**src/rtl/core/plrah_pkg.sv**
```systemverilog
package plrah_pkg;

    localparam int unsigned TIME_W = 32;
    localparam int unsigned RING_W = 8;
    localparam int unsigned TONE_W = 16;
    localparam int unsigned CFG_IDX_W = 3;
    localparam int unsigned CFG_DATA_W = 32;
    localparam int unsigned S_TDATA_W = 32;
    localparam int unsigned S_TUSER_W = 2;
    localparam int unsigned M_TDATA_W = 16;

    localparam logic [TIME_W-1:0] RING_RESTART_MS = 32'd7000;
    localparam logic [TIME_W-1:0] FLASH_WINDOW_MS = 32'd60000;
    localparam logic [RING_W-1:0] FLASH_MAX_RINGS = 8'd3;
    localparam logic [RING_W-1:0] RINGS_DEFAULT   = 8'd8;
    localparam logic [RING_W-1:0] RING_MAX        = 8'hFF;
    localparam logic [TONE_W-1:0] TONE_MAX        = 16'hFFFF;

    typedef enum logic [1:0] {
        CMD_RING     = 2'd0,
        CMD_TONE     = 2'd1,
        CMD_OFF_HOOK = 2'd2,
        CMD_HANG_UP  = 2'd3
    } cmd_t;

    typedef enum logic [CFG_IDX_W-1:0] {
        REG_RINGS_TO_ANSWER   = 3'd0,
        REG_FLASH_ENABLE      = 3'd1,
        REG_TONE_HANGUP_EN    = 3'd2,
        REG_TONE_GAP_MIN      = 3'd3,
        REG_TONE_GAP_MAX      = 3'd4,
        REG_TONE_PULSES       = 3'd5,
        REG_HOOK_ACTIVE_LEVEL = 3'd6,
        REG_UNUSED            = 3'd7
    } reg_idx_t;

    typedef struct packed {
        logic [RING_W-1:0] rings_to_answer;
        logic              flash_enable;
        logic              tone_hangup_enable;
        logic [TIME_W-1:0] tone_gap_min;
        logic [TIME_W-1:0] tone_gap_max;
        logic [TONE_W-1:0] tone_pulses_to_hangup;
        logic              hook_active_level;
    } cfg_t;

    typedef struct packed {
        logic [RING_W-1:0] rings_counted;
        logic              tone_hung_up;
        logic              answered;
        logic              ring_seen;
        logic              is_off_hook;
        logic              hook_pin;
    } result_t;

endpackage

```
**src/rtl/core/plrah_cfg.sv**
```systemverilog
module plrah_cfg (
    input  logic                                aclk,
    input  logic                                aresetn,
    input  logic                                cfg_valid,
    output logic                                cfg_ready,
    input  logic [plrah_pkg::CFG_IDX_W-1:0]     cfg_index,
    input  logic [plrah_pkg::CFG_DATA_W-1:0]    cfg_data,
    output plrah_pkg::cfg_t                     cfg,
    output logic                                tone_clr
);
    import plrah_pkg::*;

    cfg_t cfg_reg;
    cfg_t cfg_next;
    logic wr;

    assign cfg_ready = 1'b1;
    assign wr        = cfg_valid && cfg_ready;
    assign cfg       = cfg_reg;
    assign tone_clr  = wr && (reg_idx_t'(cfg_index) == REG_TONE_PULSES);

    always_comb begin
        cfg_next = cfg_reg;
        if (wr) begin
            unique case (reg_idx_t'(cfg_index))
                REG_RINGS_TO_ANSWER:   cfg_next.rings_to_answer = cfg_data[RING_W-1:0];
                REG_FLASH_ENABLE:      cfg_next.flash_enable = cfg_data[0];
                REG_TONE_HANGUP_EN:    cfg_next.tone_hangup_enable = cfg_data[0];
                REG_TONE_GAP_MIN:      cfg_next.tone_gap_min = cfg_data[TIME_W-1:0];
                REG_TONE_GAP_MAX:      cfg_next.tone_gap_max = cfg_data[TIME_W-1:0];
                REG_TONE_PULSES:       cfg_next.tone_pulses_to_hangup = cfg_data[TONE_W-1:0];
                REG_HOOK_ACTIVE_LEVEL: cfg_next.hook_active_level = cfg_data[0];
                default: ;
            endcase
        end
    end

    always_ff @(posedge aclk) begin
        if (!aresetn) begin
            cfg_reg.rings_to_answer       <= RINGS_DEFAULT;
            cfg_reg.flash_enable          <= 1'b0;
            cfg_reg.tone_hangup_enable    <= 1'b0;
            cfg_reg.tone_gap_min          <= '0;
            cfg_reg.tone_gap_max          <= '0;
            cfg_reg.tone_pulses_to_hangup <= '0;
            cfg_reg.hook_active_level     <= 1'b0;
        end else begin
            cfg_reg <= cfg_next;
        end
    end

endmodule

```
**src/rtl/core/phone_line_ring_answer_hangup_core.sv**
```systemverilog
// channel   dir  handshake         payload
// s_        in   s_tvalid/tready   tdata: now_ms[31:0]; tuser: cmd[1:0]
// m_        out  m_tvalid/tready   tdata: hook_pin, is_off_hook, ring_seen, answered,
//                                         tone_hung_up, rings_counted[7:0], zero pad
// cfg_      in   cfg_valid/ready   cfg_index[2:0], cfg_data[31:0]
//
// one word per cycle sustained while m_tready stays high; a taken word passes through the
// input register, then the line state update into the result register, before it shows on m_
// aresetn is synchronous and active low, and restores the register defaults
// a stall on m_tready holds the result register and then the input register;
// s_tready drops only while both are full and m_tready is low
module phone_line_ring_answer_hangup_core (
    input  logic                                aclk,
    input  logic                                aresetn,
    input  logic                                s_tvalid,
    output logic                                s_tready,
    input  logic [plrah_pkg::S_TDATA_W-1:0]     s_tdata,   // now_ms[31:0]
    input  logic [plrah_pkg::S_TUSER_W-1:0]     s_tuser,   // cmd[1:0]
    output logic                                m_tvalid,
    input  logic                                m_tready,
    // hook_pin[0], is_off_hook[1], ring_seen[2], answered[3], tone_hung_up[4],
    // rings_counted[12:5], zero[15:13]
    output logic [plrah_pkg::M_TDATA_W-1:0]     m_tdata,
    input  logic                                cfg_valid,
    output logic                                cfg_ready,
    input  logic [plrah_pkg::CFG_IDX_W-1:0]     cfg_index,
    input  logic [plrah_pkg::CFG_DATA_W-1:0]    cfg_data
);
    import plrah_pkg::*;

    cfg_t cfg;
    logic tone_clr;

    plrah_cfg u_cfg (
        .aclk      (aclk),
        .aresetn   (aresetn),
        .cfg_valid (cfg_valid),
        .cfg_ready (cfg_ready),
        .cfg_index (cfg_index),
        .cfg_data  (cfg_data),
        .cfg       (cfg),
        .tone_clr  (tone_clr)
    );

    // input register
    logic              in_valid_reg;
    cmd_t              in_cmd_reg;
    logic [TIME_W-1:0] in_now_reg;
    logic              advance;
    logic              s_take;

    // line state
    logic              off_hook_reg, off_hook_next;
    logic [RING_W-1:0] ring_count_reg, ring_count_next;
    logic [TIME_W-1:0] last_ring_reg, last_ring_next;
    logic              tone_armed_reg, tone_armed_next;
    logic [TIME_W-1:0] last_tone_reg, last_tone_next;
    logic [TONE_W-1:0] tone_count_reg, tone_count_next;

    // result register
    logic              out_valid_reg;
    result_t           out_reg;
    result_t           out_next;

    logic [TIME_W-1:0] ring_dt;
    logic [TIME_W-1:0] tone_dt;
    logic              gap_long;
    logic              quick;
    logic [RING_W-1:0] ring_base;
    logic [RING_W-1:0] ring_inc;
    logic [TONE_W-1:0] tone_inc;
    logic              tone_in_window;

    assign advance  = in_valid_reg && (!out_valid_reg || m_tready);
    assign s_tready = !in_valid_reg || advance;
    assign s_take   = s_tvalid && s_tready;
    assign m_tvalid = out_valid_reg;
    assign m_tdata  = {{(M_TDATA_W - $bits(result_t)){1'b0}}, out_reg};

    assign ring_dt   = in_now_reg - last_ring_reg;
    assign tone_dt   = in_now_reg - last_tone_reg;
    assign gap_long  = (ring_count_reg != '0) && (ring_dt > RING_RESTART_MS);
    assign quick     = gap_long && cfg.flash_enable && (ring_count_reg <= FLASH_MAX_RINGS)
                       && (ring_dt <= FLASH_WINDOW_MS);
    assign ring_base = (gap_long && !quick) ? '0 : ring_count_reg;
    assign ring_inc  = (ring_base == RING_MAX) ? RING_MAX : ring_base + 1'b1;
    assign tone_inc  = (tone_count_reg == TONE_MAX) ? TONE_MAX : tone_count_reg + 1'b1;
    assign tone_in_window = (tone_dt >= cfg.tone_gap_min) && (tone_dt <= cfg.tone_gap_max);

    always_comb begin
        off_hook_next   = off_hook_reg;
        ring_count_next = ring_count_reg;
        last_ring_next  = last_ring_reg;
        tone_armed_next = tone_armed_reg;
        last_tone_next  = last_tone_reg;
        tone_count_next = tone_count_reg;
        out_next        = '0;
        if (advance) begin
            unique case (in_cmd_reg)
                CMD_RING: begin
                    last_ring_next     = in_now_reg;
                    ring_count_next    = ring_inc;
                    out_next.ring_seen = 1'b1;
                    if (!off_hook_reg) begin
                        if ((ring_inc >= cfg.rings_to_answer) || quick) begin
                            off_hook_next     = 1'b1;
                            out_next.answered = 1'b1;
                        end
                    end else begin
                        off_hook_next = 1'b0;
                    end
                end
                CMD_TONE: begin
                    if (cfg.tone_hangup_enable) begin
                        last_tone_next = in_now_reg;
                        if (!tone_armed_reg) begin
                            tone_armed_next = 1'b1;
                        end else if (tone_in_window) begin
                            if (tone_inc >= cfg.tone_pulses_to_hangup) begin
                                off_hook_next         = 1'b0;
                                out_next.tone_hung_up = 1'b1;
                                tone_count_next       = '0;
                                tone_armed_next       = 1'b0;
                                last_tone_next        = '0;
                            end else begin
                                tone_count_next = tone_inc;
                            end
                        end
                    end
                end
                CMD_OFF_HOOK: begin
                    off_hook_next = 1'b1;
                end
                CMD_HANG_UP: begin
                    off_hook_next   = 1'b0;
                    ring_count_next = '0;
                end
                default: ;
            endcase
        end
        if (tone_clr) begin
            tone_count_next = '0;
        end
        out_next.is_off_hook   = off_hook_next;
        out_next.hook_pin      = off_hook_next ? cfg.hook_active_level
                                               : !cfg.hook_active_level;
        out_next.rings_counted = ring_count_next;
    end

    always_ff @(posedge aclk) begin
        if (!aresetn) begin
            in_valid_reg   <= 1'b0;
            out_valid_reg  <= 1'b0;
            off_hook_reg   <= 1'b0;
            ring_count_reg <= '0;
            last_ring_reg  <= '0;
            tone_armed_reg <= 1'b0;
            last_tone_reg  <= '0;
            tone_count_reg <= '0;
        end else begin
            if (s_take) begin
                in_valid_reg <= 1'b1;
            end else if (advance) begin
                in_valid_reg <= 1'b0;
            end
            if (advance) begin
                out_valid_reg <= 1'b1;
            end else if (m_tready) begin
                out_valid_reg <= 1'b0;
            end
            off_hook_reg   <= off_hook_next;
            ring_count_reg <= ring_count_next;
            last_ring_reg  <= last_ring_next;
            tone_armed_reg <= tone_armed_next;
            last_tone_reg  <= last_tone_next;
            tone_count_reg <= tone_count_next;
        end
    end

    always_ff @(posedge aclk) begin
        if (s_take) begin
            in_cmd_reg <= cmd_t'(s_tuser);
            in_now_reg <= s_tdata[TIME_W-1:0];
        end
        if (advance) begin
            out_reg <= out_next;
        end
    end

    // answering always leaves the line off hook and comes from a ring
    a_answer_off_hook: assert property (@(posedge aclk) disable iff (!aresetn)
        out_valid_reg && out_reg.answered |-> out_reg.is_off_hook && out_reg.ring_seen)
        else $error("answer without off hook or ring");

    // tone hangup leaves the line on hook and is never a ring word
    a_tone_on_hook: assert property (@(posedge aclk) disable iff (!aresetn)
        out_valid_reg && out_reg.tone_hung_up |-> !out_reg.is_off_hook && !out_reg.ring_seen)
        else $error("tone hangup with line off hook");

    // an empty input register always takes a word
    a_in_ready: assert property (@(posedge aclk) disable iff (!aresetn)
        !in_valid_reg |-> s_tready)
        else $error("input stalled while empty");

    // a word in the input register reaches the result register when it is free
    a_advance: assert property (@(posedge aclk) disable iff (!aresetn)
        in_valid_reg && !out_valid_reg |=> out_valid_reg)
        else $error("word not moved to result register");

    // result word holds its flags while stalled
    a_out_hold: assert property (@(posedge aclk) disable iff (!aresetn)
        out_valid_reg && !m_tready |=> out_valid_reg && $stable(out_reg))
        else $error("result changed during stall");

endmodule

```
**config.mk**
```make
export PLATFORM = sky130hd
export DESIGN_NAME = phone_line_ring_answer_hangup_core
export DESIGN_NICKNAME = d
export VERILOG_FILES = /design/src/rtl/core/plrah_pkg.sv /design/src/rtl/core/plrah_cfg.sv /design/src/rtl/core/phone_line_ring_answer_hangup_core.sv
export SDC_FILE = /design/constraint.sdc
export NUM_CORES = 1
export LEC_CHECK = 0
export BUFFER_PORTS_ARGS = -buffer_cell sky130_fd_sc_hd__buf_2
export CAP_MARGIN = 15
export CORE_ASPECT_RATIO = 0.7
export CORE_MARGIN = 5
export CORE_UTILIZATION = 56
export CTS_CLUSTER_DIAMETER = 200
export CTS_CLUSTER_SIZE = 16
export DETAILED_ROUTE_END_ITERATION = 7
export PLACE_DENSITY = 0.76
export SLEW_MARGIN = 20
export SYNTH_ARGS = -nofsm -noshare
export SYNTH_HDL_FRONTEND = slang
export SYNTH_SLANG_ARGS = --single-unit
```
**constraint.sdc**
```tcl
create_clock -name aclk -period 6.9 [get_ports aclk]
set_clock_uncertainty 0.05 [all_clocks]
set_input_delay 0.69 -clock aclk [delete_from_list [all_inputs] [get_ports aclk]]
set_output_delay 0.69 -clock aclk [all_outputs]
set_load 0.05 [all_outputs]
```
# Word-level counts from Yosys, hierarchy flattened
# Cells that the tools add are included.
# classes
n_addsub	4
n_eq_ne	11
bitwise_logic	1
n_reduce_logical	33
n_lt_le_gt_ge	7
n_mux	27
# op_table
cell	count
$mux W32	3
$sub A32 B32 Y32	2
$ge A32 B32 Y1	1
$gt A32 B13 Y1 const B	1
$le A32 B16 Y1 const B	1
$le A32 B32 Y1	1
$mux W16	2
$mux W8	3
$mux W1	17
$add A16 B1 Y16 const B	1
$eq A16 B16 Y1 const B	1
$ge A16 B16 Y1	1
$pmux W8 S2	1
$reduce_and A2 Y1	8
$eq A3 B3 Y1 const B	3
$logic_and A1 B1 Y1	9
$add A8 B1 Y8 const B	1
$eq A8 B8 Y1 const B	1
$ge A8 B8 Y1	1
$le A8 B2 Y1 const B	1
$reduce_bool A8 Y1	1
$eq A3 B2 Y1 const B	2
$reduce_and A5 Y1	1
$eq A2 B2 Y1 const B	2
other kinds (12)	18
# totals
out_inout_bits	19
regBits	230
in_bits	74

# Logic depth before layout (Yosys ltp)
# Gate-level depths: netlist of the first run.
# depth
depth_word	18
ltp_mapped	32

# Hierarchy
# From an unflattened synthesis of the first run, not the netlist that was laid out.
# unflattened
hier_cells	1818
hier_area_um2	15187.1
# modules_own_cells
module	seq_area_each_um2	n_inst	area_each_um2	cells_per_inst
phone_line_ring_answer_hangup_core	3253.1	1	11765.0	1477
plrah_cfg	1821.7	1	3422.0	341

# Worst setup path after synthesis of the first run
# Ideal clock, no wire load.
# synth_path
kind	reg-to-reg
start	register in_now_reg[0]
end	register out_reg (netlist bit m_tdata[0]) (data pin)
stages_incl_launch_ff	31
required_ns	6.592
setup_time_ns	0.258
arrival_ns	6.162
path_slack_ns	0.430
synth_period_minus_slack_ns	6.470
cell_sequence	edfxtp_1 inv_1 ha_1 inv_1 fa_1 a211oi_1 nor3_2 or3_1 a21oi_1 xnor2_1 or4_4 and2_2 nor2_1 and2_1 ha_1 nand2_1 nor2_1 nand4_1 and3_1 ha_1 nand2b_1 a21o_1 a21o_1 a21o_1 a21o_1 a21o_1 a21o_1 a2111oi_0 o41a_1 nor2_1 xnor2_1
# synth_lines
item	line_no	source
start: declaration	phone_line_ring_answer_hangup_core.sv:48	logic [TIME_W-1:0] in_now_reg;
start signal: assignment	phone_line_ring_answer_hangup_core.sv:183	in_now_reg <= s_tdata[TIME_W-1:0];
end signal: assignment	phone_line_ring_answer_hangup_core.sv:186	out_reg <= out_next;
end: declaration	phone_line_ring_answer_hangup_core.sv:62	result_t out_reg;

==> results of run 1 <==
## cells by family after synthesis
kind of cell	Yosys count	synth area share, %
and+or+nand+nor	700	21.31
AOI/OAI and AO/OA	513	21.22
buffers and inverters	261	6.770
DFF	230	33.53
adders and majority gates	157	13.08
xor gates and xnor gates	57	3.298
muxes	11	0.7522
other	2	0.04961
## how the worst min path moves through the flow
stage	start	endpoint	slack (ns)	cells past startpoint
3_3_place_gp	last_tone_reg[9]$_SDFFE_PN0P_	last_tone_reg[9]$_SDFFE_PN0P_	0.39	2
6_report	s_tdata[24]	in_now_reg[24]$_DFFE_PP_	0.28	1
2_1_floorplan	last_tone_reg[10]$_SDFFE_PN0P_	last_tone_reg[10]$_SDFFE_PN0P_	0.38	2
5_1_grt	s_tdata[0]	in_now_reg[0]$_DFFE_PP_	0.27	1
3_5_place_dp	last_tone_reg[3]$_SDFFE_PN0P_	last_tone_reg[3]$_SDFFE_PN0P_	0.39	2
4_1_cts	s_tdata[24]	in_now_reg[24]$_DFFE_PP_	0.26	1
## what timing repair did
action / in CTS / in global routing
pin swaps: 0 / 19
setup endpoints to repair: 1 / 3
setup buffers: 0 / 13
resized for setup: 3 / 46
## power breakdown
part / switching [uW] / internal [uW] / leakage, uW
clock network: 502 / 508 / 0.000248
logic: 392 / 254 / 0.00405
registers: 24.2 / 1400 / 0.00193
total: 918 / 2170 / 0.00623
## layout make-up
cell class | instances | area [sq um]
Fill cell | 2409 | 9859
Multi-Input combinational cell | 1442 | 9283
Sequential cell | 230 | 5075
Timing Repair Buffer | 147 | 883.3
Inverter | 171 | 644.4
Clock buffer | 26 | 501.7
Tap cell | 364 | 455.4
Clock inverter | 1 | 11.26
## cells in the mapped netlist (5+ instances only)
master	n	area, sq um
mux2i_1	8	80.08
nor3b_1	5	37.54
buf_2	7	35.03
nand3_1	79	395.4
o21ai_0	50	250.2
a211oi_1	19	142.6
nand4_1	30	187.7
o21bai_1	8	60.06
a211o_1	6	52.55
nand2_1	354	1329
or3_1	13	81.33
o31ai_1	7	52.55
o31a_1	5	43.79
nor2_1	80	300.3
or2_2	11	68.82
nor3_1	32	160.2
a31oi_1	14	87.58
o21a_1	25	187.7
xnor2_1	38	332.8
o22ai_1	5	31.28
edfxtp_1	47	1411
a21o_1	56	420.4
and4_1	5	43.79
o211ai_1	11	82.58
a21oi_1	248	1241
nor2b_1	16	100.1
and2_1	13	81.33
dfxtp_1	183	3664
and3_1	15	93.84
nand2b_1	17	106.4
inv_1	171	641.9
clkbuf_1	73	274.0
xor2_1	19	166.4
nor4_1	8	50.05
buf_4	5	37.54
ha_1	155	1939
## routing by layer
metal | GRT usage (%) | up-vias | share of wire (%)
li1 | - | 6875 | -
met1 | 38.00 | 6499 | 47
met2 | 41.02 | 467 | 44
met3 | 4.145 | 75 | 7.0
met4 | 5.585 | 0 | 2.2
met5 | 0 | - | 0
## stage by stage
step	instance area, sq um	cells	TNS [ns]	util (%)	setup slack [ns]
3_3_place_gp	16020	2341	0	59.97	0.2381
4_1_cts	16540	2368	0	61.91	0.03598
6_report	16850	2381	0	63.09	0.1877
3_5_place_dp	16020	2341	0	59.97	0.05088
5_1_grt	16850	2381	-0.09275	63.09	-0.09275
2_1_floorplan	15140	1933	0	-	0.4304
## critical path, delay by kind of cell (launching register included)
family | cells | cell delay, ns
AOI/OAI and AO/OA | 11 | 2.06
xor gates and xnor gates | 2 | 0.36
adders and majority gates | 4 | 1.00
buffers and inverters | 4 | 0.44
DFF | 1 | 0.42
and+or+nand+nor | 13 | 2.07
==> flow_summary.ini, run 1 <==
[floorplanning]
coreArea_sq_um = 26710
die_w_um = 206.5
ioPinCount = 93
die_area_sq_um = 30470
die_h_um = 147.6
initial_core_util_pct = 56.67
row_count = 50

[yosys]
synth_flop_cell = dfxtp_1
avgSynthCellArea_sq_um = 7.839
yosysWarnings = 0
netlist_area_sq_um = 15140
ys_ff_latch = 230
synthDistinctLibCells = 88
yosysSeqAreaShare_pct = 33.53
synth_edf_count = 47
syn_inst = 1931
async_flop_share_pct = 0

[worst_setup_path]
cp.required_ns = 7.11
crit_start = in_now_reg[0]$_DFFE_PP_
cpPeakStageDelay_ns = 0.42
startpoint_type = flip-flop
cp-end-kind = flip-flop
critPathKind = flip-flop to flip-flop
cpMostUsedCell = a21o_1
ff2ff_path_depth = 34
critPathCapture = m_tdata[0]$_DFFE_PP_
critPathMaxFanout = 4
critical_path.slowest_cell = edfxtp_1
timing.rr.start = in_now_reg[0]$_DFFE_PP_
r2r_slack_ns = 0.19
rr_endpoint = m_tdata[0]$_DFFE_PP_
cp.arrival_ns = 6.92

[clock_network]
clk_latency_ns = 0.53
cts.sink_count = 230
path_clk_slew_ns = 0.10
cts-hold-fix-buffers = 0
cts_tree = built
cts_buffer_depth = 3
root_buffer = clkbuf_16
cts_buffers = 18
h-tree-depth = 1

[cells_and_area]
antenna_cells = 0
largest_register_ffs = 91
nNetsFinal = 2241
syn_to_final_growth_pct = 11.34
layout-drive-gt1-share_pct = 12.00
layout_commonest_cell = nand2_1
most-common-layout-cells = nand2_1 (354), a21oi_1 (247), dfxtp_1 (183)

[placed_design]
io_buffer_count = 88
gp_congestion = 0.9572
post-dp-hpwl_um = 30870

[grt]
antenna_found_initial = 0
grt_pass1_wl_um = 66270
grt_overflow = 0
grt_max_degree = 101
track_usage_pct = 26.11
grt_pass1_vias = 12880

[route]
post_drt_wl_per_cell_um = 17.28
vias_per_cell = 5.845
drtPass1Iterations = 5
drcViolationCount = 0
route.vias.total = 13920
detail-route-antenna-nets = 0
drtIter0Drc = 1129
totalWireLength_um = 41150

[timing]
relSlewSlack_pct = 28.06
drv_slew = 0
finalSetupViolCount = 0
min_period_over_period_pct = 97.28
finalHoldViolCount = 0
fmax_mhz = 149.0
hold-worst-slack_ns = 0.2772
period_minus_slack_ns = 6.712
worst_slew_pin_slew_ns = 1.074

[outcome]
status = finished, final reports clean

[power_and_ir_drop]
finalPower_uw = 3084
p_leak_uw = 0.006233
pwr_density_cell_nw_per_um2 = 183.0
ir_drop_mv = 0.2440

[run]
cap_viol_max_count = 0

[worst_hold_path]
hold_path.class = primary input to flip-flop
Note: power is estimated with default switching activity, not from simulation.
==> run 2: changes to the inputs <==
CORE_UTILIZATION = 46   (was 56)
PLACE_DENSITY = 0.65   (was 0.76)
RECOVER_POWER = 100   (was not set)
==> run 2 against run 1 <==
Effect of this change: the run now ends with max-capacitance violations, max-slew violations left; wire length is 0.10% lower; first-iteration DRC count is 17% lower; clock power hardly changed; sequential share of layout area is 0.12 points higher; sequential power hardly changed; register-to-register slack better by 0.14 ns; die area is 20% higher; final cell count is 2.5% higher.
==> flow_summary.ini, run 2 (same netlist as run 1, synthesis figures left out) <==
[grt]
grt_max_degree = 87
grt_pass1_wl_um = 65790
track_usage_pct = 21.53
grt_pass1_vias = 12610
grt_overflow = 0
antenna_found_initial = 0

[worst_setup_path]
startpoint_type = flip-flop
cp.arrival_ns = 6.79
cpPeakStageDelay_ns = 0.45
cpMostUsedCell = a21o_1
crit_buf_inv = 1
cp.required_ns = 7.12
critPathKind = flip-flop to flip-flop
cp-end-kind = flip-flop
crit_family = compound AO/OA/AOI/OAI gates
critical_path.slowest_cell = edfxtp_1
critPathMaxFanout = 7

[floorplanning]
ioPinCount = 93
die_area_sq_um = 36690
coreArea_sq_um = 32410
initial_core_util_pct = 46.70
row_count = 55
die_w_um = 226.8
die_h_um = 161.8

[placed_design]
dp_slack_ns = -0.003639
io_buffer_count = 88
gp_congestion = 0.9387
post_dp_cell_area_sq_um = 16100
post-dp-hpwl_um = 31170

[timing]
hold-worst-slack_ns = 0.2915
drv_slew = 235
min_period_over_period_pct = 95.27
relSlewSlack_pct = -100.8
finalSetupViolCount = 0
fmax_mhz = 152.1
period_minus_slack_ns = 6.573
fin_setup_tns_ns = 0
worst_slew_pin_slew_ns = 2.995
fin_ws_ns = 0.3267
finalHoldViolCount = 0

[cells_and_area]
multi_input_area_sq_um = 9209
largest_register_ffs = 91
layout_commonest_cell = nand2_1
antenna_cells = 0
fin_area_sq_um = 16790
most-common-layout-cells = nand2_1 (354), a21oi_1 (247), dfxtp_1 (183)
nNetsFinal = 2237
seq_area_sq_um = 5075
layout-drive-gt1-share_pct = 9.935
syn_to_final_growth_pct = 10.91
fill_cells = 3138

[clock_network]
cts-hold-fix-buffers = 0
cts.sink_count = 230
h-tree-depth = 1
root_buffer = clkbuf_16
cts_buffer_depth = 3
cts_buffers = 18
clk_latency_ns = 0.52
path_clk_slew_ns = 0.09
cts_tree = built

[run]
cap_viol_max_count = 4

[route]
totalWireLength_um = 41110
detail-route-antenna-nets = 0
drtIter0Drc = 936
route.vias.total = 13600
vias_per_cell = 5.575
post_drt_wl_per_cell_um = 16.85
drtPass1Iterations = 5
drcViolationCount = 0

[power_and_ir_drop]
pwr_density_cell_nw_per_um2 = 183.1
p_leak_uw = 0.006130
ir_drop_mv = 0.1769
finalPower_uw = 3075

[outcome]
status = complete, but fails checks
violations = max-capacitance violations, max-slew violations

[worst_hold_path]
hold_path.class = primary input to flip-flop
## run 2: changes by cell type in the layout (fill, tap and decap cells not counted), moves of 2 or more
cell and delta:
clkbuf_1 +30, buf_2 -29, buf_4 -7, and2_1 -4, ha_1 +3, ha_4 -3, nor3_1 +3, nor3_2 -3
and2_0 +2, and2_4 +2, o311ai_1 +2, o311ai_2 -2
## run 2: cell type report
cell class | count | share of cell area [%]
inverter | 171 | 3.831
multi-input combinational | 1442 | 54.85
sequential | 230 | 30.23
tap | 427 | 3.182
clock inverter | 1 | 0.06707
timing repair buffer | 143 | 4.852
clock buffer | 26 | 2.989
## run 2: through the flow
step                std cells  utilization [%]
floorplan                1933                -
global placement         2404            49.67
detailed placement       2404            49.67
CTS                      2432            51.30
global route             2440            51.80
finish                   2440            51.80
## run 2: layer usage
metal	routed length (um)	global-route usage, %
met1	20150	31.06
met4	602	3.717
met3	2330	3.993
met2	18030	34.19
met5	0	0
## run 2: power breakdown
group	switching [uW]	total (uW)	internal [uW]
combinational	387	636	249
sequential	23.6	1430	1400
clock	503	1010	507
total	913	3070	2160
## run 2: repair_timing
item,CTS,global route
pin swaps,0,15
setup buffers,1,8
gates resized for setup,1,37
endpoints found under the setup margin,1,3
## run 2: worst paths after layout
kind | start | end | slack, ns | depth (start not counted)
max | in_now_reg[9]$_DFFE_PP_ | m_tdata[0]$_DFFE_PP_ | 0.33 | 30
min | s_tdata[0] | in_now_reg[0]$_DFFE_PP_ | 0.29 | 1
max reg2reg | in_now_reg[9]$_DFFE_PP_ | m_tdata[0]$_DFFE_PP_ | 0.33 | 30
min reg2reg | last_tone_reg[12]$_SDFFE_PN0P_ | last_tone_reg[12]$_SDFFE_PN0P_ | 0.40 | 2
## run 2: worst register-to-register path: cells and delay by family, from the launching register on
| family | cells | cell delay, ns |
|---|---|---|
| buffers and inverters | 1 | 0.16 |
| AO/OA/AOI/OAI | 13 | 3.13 |
| flip-flops | 1 | 0.45 |
| adder cells (fa/ha/maj) | 3 | 0.80 |
| XOR/XNOR | 2 | 0.29 |
| AND/OR/NAND/NOR | 11 | 1.46 |
